--- config.mk ---
export PLATFORM = sky130hd
export DESIGN_NAME = sorted_deadline_timer_queue
export DESIGN_NICKNAME = d
export VERILOG_FILES = /design/src/rtl/core/sdtq_pkg.sv /design/src/rtl/core/sorted_deadline_timer_queue.sv /design/src/rtl/core/sdtq_cell.sv
export SDC_FILE = /design/constraint.sdc
export NUM_CORES = 2
export LEC_CHECK = 0
export ABC_CLOCK_PERIOD_IN_PS = 10000
export BUFFER_PORTS_ARGS = -buffer_cell sky130_fd_sc_hd__buf_2
export CORE_MARGIN = 2
export CORE_UTILIZATION = 40
export DETAILED_ROUTE_END_ITERATION = 7
export GPL_TIMING_DRIVEN = 0
export MAX_ROUTING_LAYER = met4
export PLACE_DENSITY = 0.65
export SYNTH_ARGS = -nofsm -noshare
export SYNTH_HDL_FRONTEND = slang
export SYNTH_HIERARCHICAL = 1
export SYNTH_SLANG_ARGS = --single-unit
--- constraint.sdc ---
create_clock -name clk -period 10 [get_ports clk]
set_input_delay 0 -clock clk [delete_from_list [all_inputs] [get_ports clk]]
set_output_delay 0 -clock clk [all_outputs]
set_load 0.005 [all_outputs]
--- src/rtl/core/sdtq_pkg.sv ---
// package for the sorted deadline timer queue
// shared types and constants; no dependencies
package sdtq_pkg;

    localparam int SLOT_W     = 4;
    localparam int IN_TIME_W  = 32;
    localparam int OUT_TIME_W = 32;
    localparam int S_TDATA_W  = 72;
    localparam int M_TDATA_W  = 40;
    localparam int S_TUSER_W  = 2;

    typedef enum logic [1:0] {
        MODE_UPDATE = 2'd0,
        MODE_REMOVE = 2'd1,
        MODE_CHECK  = 2'd2,
        MODE_FLUSH  = 2'd3
    } mode_t;

    typedef enum logic [1:0] {
        ST_IDLE,
        ST_DROP,
        ST_INSERT,
        ST_EMIT
    } state_t;

    typedef enum logic [1:0] {
        CELL_HOLD,
        CELL_DROP,
        CELL_INSERT,
        CELL_POP
    } cell_op_t;

    typedef struct packed {
        cell_op_t op;
        logic     later;
    } cell_ctrl_t;

endpackage

--- src/rtl/core/sorted_deadline_timer_queue.sv ---
// sorted deadline timer queue: chain of cells kept in deadline order
// update steps through accept, drop and insert; insert is skipped on disarm or no change
// remove steps through accept and drop; check and flush pop each expiry in the emit state
// expiries are held back by m_tready; one item at a time
// results leave through an output register, loaded in the emit state after the transfer
// reset clears every cell valid bit, the output valid bit and the sequencer
module sorted_deadline_timer_queue #(
    parameter int SLOTS     = 16,
    parameter int TIME_BITS = 32
) (
    input  logic                               clk,
    input  logic                               rst_n,
    input  logic                               s_tvalid,
    output logic                               s_tready,
    input  logic [sdtq_pkg::S_TDATA_W-1:0]     s_tdata,  // slot[3:0], deadline[35:4], now[67:36]
    input  logic [sdtq_pkg::S_TUSER_W-1:0]     s_tuser,  // mode[1:0]
    output logic                               m_tvalid,
    input  logic                               m_tready,
    output logic [sdtq_pkg::M_TDATA_W-1:0]     m_tdata,  // expired_slot[3:0], fired_at[35:4]
    output logic                               m_tlast
);

    localparam int SW = sdtq_pkg::SLOT_W;

    sdtq_pkg::state_t     state_reg, state_next;
    sdtq_pkg::mode_t      mode_reg, in_mode;
    sdtq_pkg::cell_ctrl_t ctrl;

    logic [SW-1:0]        slot_reg, in_slot;
    logic [TIME_BITS-1:0] dl_reg, now_reg, old_reg, old_dl, in_dl, in_now;

    logic                 out_valid_reg, out_valid_next, out_last_reg, out_load, out_last;
    logic [SW-1:0]        out_slot_reg;
    logic [sdtq_pkg::OUT_TIME_W-1:0] out_time_reg;

    logic                 c_valid [SLOTS];
    logic [SW-1:0]        c_slot  [SLOTS];
    logic [TIME_BITS-1:0] c_dl    [SLOTS];
    logic [TIME_BITS-1:0] c_hit_dl[SLOTS];
    logic                 c_cond  [SLOTS];
    logic                 c_chain [SLOTS];
    logic                 head_exp, next_exp, flush, accept, in_range;

    assign in_mode  = sdtq_pkg::mode_t'(s_tuser[1:0]);
    assign in_slot  = s_tdata[SW-1:0];
    assign in_dl    = TIME_BITS'(s_tdata[35:4]);
    assign in_now   = TIME_BITS'(s_tdata[67:36]);
    assign in_range = int'(in_slot) < SLOTS;

    assign s_tready = (state_reg == sdtq_pkg::ST_IDLE);
    assign accept   = s_tvalid && s_tready;

    genvar gi;
    generate
        for (gi = 0; gi < SLOTS; gi++)
        begin : g_cell
            logic                 p_valid, n_valid, p_cond, ch_in;
            logic [SW-1:0]        p_slot, n_slot;
            logic [TIME_BITS-1:0] p_dl, n_dl;

            if (gi == 0)
            begin : g_head
                assign p_valid = 1'b0;
                assign p_slot  = '0;
                assign p_dl    = '0;
                assign p_cond  = 1'b0;
                assign ch_in   = 1'b0;
            end
            else
            begin : g_body
                assign p_valid = c_valid[gi-1];
                assign p_slot  = c_slot[gi-1];
                assign p_dl    = c_dl[gi-1];
                assign p_cond  = c_cond[gi-1];
                assign ch_in   = c_chain[gi-1];
            end

            if (gi == SLOTS - 1)
            begin : g_tail
                assign n_valid = 1'b0;
                assign n_slot  = '0;
                assign n_dl    = '0;
            end
            else
            begin : g_inner
                assign n_valid = c_valid[gi+1];
                assign n_slot  = c_slot[gi+1];
                assign n_dl    = c_dl[gi+1];
            end

            sdtq_cell #(
                .TIME_BITS (TIME_BITS)
            ) u_cell (
                .clk        (clk),
                .rst_n      (rst_n),
                .ctrl       (ctrl),
                .key_slot   (slot_reg),
                .key_time   (dl_reg),
                .prev_valid (p_valid),
                .prev_slot  (p_slot),
                .prev_dl    (p_dl),
                .prev_cond  (p_cond),
                .next_valid (n_valid),
                .next_slot  (n_slot),
                .next_dl    (n_dl),
                .chain_in   (ch_in),
                .valid      (c_valid[gi]),
                .slot       (c_slot[gi]),
                .dl         (c_dl[gi]),
                .cond       (c_cond[gi]),
                .chain_out  (c_chain[gi]),
                .hit_dl     (c_hit_dl[gi])
            );
        end
    endgenerate

    always_comb
    begin
        old_dl = '0;
        for (int i = 0; i < SLOTS; i++)
            old_dl = old_dl | c_hit_dl[i];
    end

    assign flush    = (mode_reg == sdtq_pkg::MODE_FLUSH);
    assign head_exp = c_valid[0] && (flush || (c_dl[0] <= now_reg));
    assign next_exp = c_valid[1] && (flush || (c_dl[1] <= now_reg));

    always_comb
    begin
        state_next = state_reg;
        ctrl.op    = sdtq_pkg::CELL_HOLD;
        ctrl.later = dl_reg > old_reg;
        out_load   = 1'b0;
        out_last   = !next_exp;
        case (state_reg)
            sdtq_pkg::ST_IDLE:
            begin
                if (accept)
                begin
                    case (in_mode)
                        sdtq_pkg::MODE_UPDATE:
                            state_next = in_range ? sdtq_pkg::ST_DROP : sdtq_pkg::ST_IDLE;
                        sdtq_pkg::MODE_REMOVE:
                            state_next = sdtq_pkg::ST_DROP;
                        default:
                            state_next = sdtq_pkg::ST_EMIT;
                    endcase
                end
            end
            sdtq_pkg::ST_DROP:
            begin
                state_next = sdtq_pkg::ST_IDLE;
                if (mode_reg == sdtq_pkg::MODE_UPDATE)
                begin
                    if (old_dl != dl_reg)
                    begin
                        ctrl.op = sdtq_pkg::CELL_DROP;
                        if (dl_reg != '0)
                            state_next = sdtq_pkg::ST_INSERT;
                    end
                end
                else
                begin
                    ctrl.op = sdtq_pkg::CELL_DROP;
                end
            end
            sdtq_pkg::ST_INSERT:
            begin
                ctrl.op    = sdtq_pkg::CELL_INSERT;
                state_next = sdtq_pkg::ST_IDLE;
            end
            sdtq_pkg::ST_EMIT:
            begin
                if (!head_exp)
                begin
                    state_next = sdtq_pkg::ST_IDLE;
                end
                else if (!out_valid_reg || m_tready)
                begin
                    ctrl.op  = sdtq_pkg::CELL_POP;
                    out_load = 1'b1;
                    if (out_last)
                        state_next = sdtq_pkg::ST_IDLE;
                end
            end
            default:
            begin
                state_next = sdtq_pkg::ST_IDLE;
            end
        endcase
    end

    assign out_valid_next = out_load ? 1'b1 : (m_tready ? 1'b0 : out_valid_reg);

    always_ff @(posedge clk or negedge rst_n)
    begin
        if (!rst_n)
        begin
            state_reg     <= sdtq_pkg::ST_IDLE;
            out_valid_reg <= 1'b0;
        end
        else
        begin
            state_reg     <= state_next;
            out_valid_reg <= out_valid_next;
        end
    end

    always_ff @(posedge clk)
    begin
        if (accept)
        begin
            mode_reg <= in_mode;
            slot_reg <= in_slot;
            dl_reg   <= in_dl;
            now_reg  <= in_now;
        end
        if (state_reg == sdtq_pkg::ST_DROP)
            old_reg <= old_dl;
        if (out_load)
        begin
            out_slot_reg <= c_slot[0];
            out_time_reg <= sdtq_pkg::OUT_TIME_W'(now_reg);
            out_last_reg <= out_last;
        end
    end

    assign m_tvalid = out_valid_reg;
    assign m_tlast  = out_last_reg;
    assign m_tdata  = {4'd0, out_time_reg, out_slot_reg};

endmodule

--- src/rtl/core/sdtq_cell.sv ---
// one list position of the sorted timer chain: valid, slot and deadline
// depends on sdtq_pkg
module sdtq_cell #(
    parameter int TIME_BITS = 32
) (
    input  logic                      clk,
    input  logic                      rst_n,
    input  sdtq_pkg::cell_ctrl_t      ctrl,
    input  logic [sdtq_pkg::SLOT_W-1:0] key_slot,
    input  logic [TIME_BITS-1:0]      key_time,
    input  logic                      prev_valid,
    input  logic [sdtq_pkg::SLOT_W-1:0] prev_slot,
    input  logic [TIME_BITS-1:0]      prev_dl,
    input  logic                      prev_cond,
    input  logic                      next_valid,
    input  logic [sdtq_pkg::SLOT_W-1:0] next_slot,
    input  logic [TIME_BITS-1:0]      next_dl,
    input  logic                      chain_in,
    output logic                      valid,
    output logic [sdtq_pkg::SLOT_W-1:0] slot,
    output logic [TIME_BITS-1:0]      dl,
    output logic                      cond,
    output logic                      chain_out,
    output logic [TIME_BITS-1:0]      hit_dl
);

    logic                        valid_reg, valid_next;
    logic [sdtq_pkg::SLOT_W-1:0] slot_reg, slot_next;
    logic [TIME_BITS-1:0]        dl_reg, dl_next;
    logic                        hit;

    assign hit       = valid_reg && (slot_reg == key_slot);
    assign chain_out = chain_in | hit;
    assign hit_dl    = hit ? dl_reg : '0;
    assign cond      = !valid_reg || (ctrl.later ? (dl_reg >= key_time) : (dl_reg > key_time));
    assign valid     = valid_reg;
    assign slot      = slot_reg;
    assign dl        = dl_reg;

    always_comb
    begin
        valid_next = valid_reg;
        slot_next  = slot_reg;
        dl_next    = dl_reg;
        case (ctrl.op)
            sdtq_pkg::CELL_DROP:
            begin
                if (chain_out)
                begin
                    valid_next = next_valid;
                    slot_next  = next_slot;
                    dl_next    = next_dl;
                end
            end
            sdtq_pkg::CELL_POP:
            begin
                valid_next = next_valid;
                slot_next  = next_slot;
                dl_next    = next_dl;
            end
            sdtq_pkg::CELL_INSERT:
            begin
                if (prev_cond)
                begin
                    valid_next = prev_valid;
                    slot_next  = prev_slot;
                    dl_next    = prev_dl;
                end
                else if (cond)
                begin
                    valid_next = 1'b1;
                    slot_next  = key_slot;
                    dl_next    = key_time;
                end
            end
            default:
            begin
                valid_next = valid_reg;
            end
        endcase
    end

    always_ff @(posedge clk or negedge rst_n)
    begin
        if (!rst_n)
            valid_reg <= 1'b0;
        else
            valid_reg <= valid_next;
    end

    always_ff @(posedge clk)
    begin
        slot_reg <= slot_next;
        dl_reg   <= dl_next;
    end

endmodule
==> results.py <==
metrics = {
    "min_path": {
        "hp-class": "input pin to flip-flop",
        "hp-start": "s_tdata[64]",
        "hold_path_depth": 2,
        "holdPathEnd": "now_reg[28]$_DFFE_PP_",
    },
    "timing": {
        "fin_crit_sh_pct": 75.5,
        "drv_slew": 0,
        "min_period_ns": 7.55,
        "skew_ns": 0.0352,
        "finalHoldViolCount": 0,
        "worstMarginPinSlew_ns": 1.40,
        "rsz0062_at_grt": "no",
        "slew_headroom_pct": 6.68,
        "max_freq_mhz": 133,
        "finalSetupViolCount": 0,
    },
    "worst_setup_path": {
        "r2r_cells": 18,
        "crit_type": "flip-flop to flip-flop",
        "cpLargestDelayFamily": "simple AND/OR/NAND/NOR gates",
        "cp.arrival_ns": 7.96,
        "crit_buf_inv": 5,
        "critPathMaxFanout": 18,
        "end_kind": "flip-flop",
        "startpoint_type": "flip-flop",
        "ff2ff_setup_slack_ns": 2.45,
        "r2r-start": "slot_reg[3]$_DFFE_PP_",
        "worstReg2RegEnd": "g_cell[9].u_cell/slot[2]$_DFFE_PP_",
        "crit_path_max_incr_delay_ns": 1.00,
        "cpMostUsedCell": "clkbuf_1",
        "path_cells": "buf_16 -> xor2_1 -> nor4_4 -> clkbuf_1 -> and2_1 -> nor4_1 -> nand4_1 -> xor2_1 -> nor4_1 -> nand4_1 -> nor2_1 -> a21o_1 -> a21oi_4 -> buf_12 -> nand2b_1 -> clkbuf_1 -> clkbuf_1 -> o21ai_0",
        "slowest_stage": "nor4_1",
        "required_ns": 10.41,
    },
    "floorplanning": {
        "die_x_um": 378,
        "core_um2": 139000,
        "die_area_um2": 143000,
        "boundaryPins": 121,
        "start_util_pct": 40.3,
        "row_count": 137,
        "dieHeight_um": 378,
    },
    "detailed_routing": {
        "wl_mm": 203,
        "drt_iter0_drc": 5477,
        "drc": 0,
        "wl_per_cell_um": 24.5,
        "drtAntennaViolNets": 0,
        "num_vias": 48000,
        "drt-pass1-iter-count": 6,
        "via_per_inst": 5.81,
    },
    "layout": {
        "fillers": 12900,
        "stdcell_area_um2": 65700,
        "largest_register_ffs": 512,
        "drive_gt1_share_pct": 8.11,
        "antenna_cells": 0,
        "syn_to_final_growth_pct": 17.1,
        "nNetsFinal": 7011,
    },
    "grt": {
        "overflow": 0,
        "grt_pass1_wl_mm": 297,
        "first_global_vias": 46300,
        "grt_use_total_pct": 28.6,
        "antenna_found_initial": 3,
        "grt_max_degree": 39,
    },
    "run_status": {
        "status": "complete, no violations",
    },
    "clock_network": {
        "clkLatencyLatePin_ns": 0.71,
        "cts-root-buf": "clkbuf_16",
        "cts_tree": "yes",
        "cts_max_level": 3,
        "cts_hold_buf": 116,
        "cts-resized-gates": 0,
        "clk_pin_slew_ns": 0.06,
        "cts-buffers-inserted": 85,
        "cts_setup_buffers": 0,
        "cts_sinks": 734,
        "clockBufferDepth": 3,
    },
    "synthesis": {
        "avgSynthCellArea_um2": 9.58,
        "yosysWarnings": 6,
        "synthCells": 5854,
        "syn_area_um2": 56100,
    },
    "placement": {
        "dpl_cell_area_um2": 61600,
        "place_congestion": 0.956,
        "hpwl_mm": 160,
        "io_buffers": 112,
    },
    "job": {
        "maxCapViolations": 0,
    },
}
## per-stage QoR
step / worst slack, ns / std cells / utilization [%] / setup TNS [ns] / hold WS [ns]
detailed placement: 2.79 / 7998 / 44.2 / 0 / 0.0876
CTS: 2.77 / 8272 / 47.2 / 0 / 0.000470
floorplan: 2.79 / 5934 / - / 0 / -0.296
global placement: -3.64 / 7922 / 42.6 / -2751.41 / 0.0844
finish: 2.45 / 8272 / 47.2 / 0 / 0.0319
global route: 2.21 / 8272 / 47.2 / 0 / 0.0241
## layer usage
| layer | GRT usage (%) | share of wire, % |
|---|---|---|
| met3 | 3.59 | 8.8 |
| met5 | - | 0 |
| met2 | 43.1 | 44 |
| met1 | 38.5 | 43 |
| met4 | 12.7 | 4.7 |
## worst max path at each step
| stage | from | end | slack, ns | depth (start not counted) |
|---|---|---|---|---|
| finish | slot_reg[3]$_DFFE_PP_ | g_cell[9].u_cell/slot[2]$_DFFE_PP_ | 2.45 | 18 |
| global route | slot_reg[3]$_DFFE_PP_ | g_cell[8].u_cell/dl[30]$_DFFE_PP_ | 2.21 | 18 |
| CTS | slot_reg[3]$_DFFE_PP_ | g_cell[8].u_cell/slot[1]$_DFFE_PP_ | 2.77 | 18 |
| detailed placement | slot_reg[3]$_DFFE_PP_ | g_cell[8].u_cell/slot[1]$_DFFE_PP_ | 2.79 | 18 |
| global placement | slot_reg[0]$_DFFE_PP_ | g_cell[12].u_cell/dl[8]$_DFFE_PP_ | -3.64 | 14 |
| floorplan | slot_reg[0]$_DFFE_PP_ | g_cell[15].u_cell/dl[0]$_DFFE_PP_ | 2.79 | 14 |
## final cells by class
| cell class | instances | area, µm² | area share [%] |
|---|---|---|---|
| timing repair buffer | 304 | 3720 | 5.65 |
| sequential | 734 | 21900 | 33.4 |
| multi-input combinational | 4360 | 31500 | 47.9 |
| buffer | 244 | 1010 | 1.54 |
| clock inverter | 43 | 618 | 0.941 |
| inverter | 596 | 2240 | 3.40 |
| clock buffer | 115 | 2360 | 3.59 |
| tap | 1876 | 2350 | 3.57 |
## worst register-to-register path, delay by kind of cell, from the launching register on
kind            cells  cell delay [ns]
simple gates        8             2.62
xor+xnor            2             0.68
buf+inv             5             1.81
compound gates      3             1.19
flops               1             0.96
## layout by cell type (no fill, tap or decap), types with 17 or more instances in the layout
cell type	instances
a211oi_1	18
a21o_1	46
a21oi_1	212
a21oi_2	17
a221o_1	18
a22oi_1	17
and2_1	513
and3_1	48
buf_16	63
buf_2	176
clkbuf_1	196
clkbuf_16	87
conb_1	81
dfrtp_1	19
dlygate4sd3_1	115
edfxtp_1	715
ha_1	608
inv_1	595
mux2i_1	576
nand2_1	767
nand2b_1	35
nand3_1	46
nand4_1	134
nor2_1	89
nor3_1	18
nor3b_1	17
nor4_1	147
nor4_2	32
o211ai_1	22
o21a_1	20
o21ai_0	614
xnor2_1	17
xor2_1	79
Power is not shown: default switching activity piles up to over one toggle a cycle in this logic, so the estimate is an artifact.
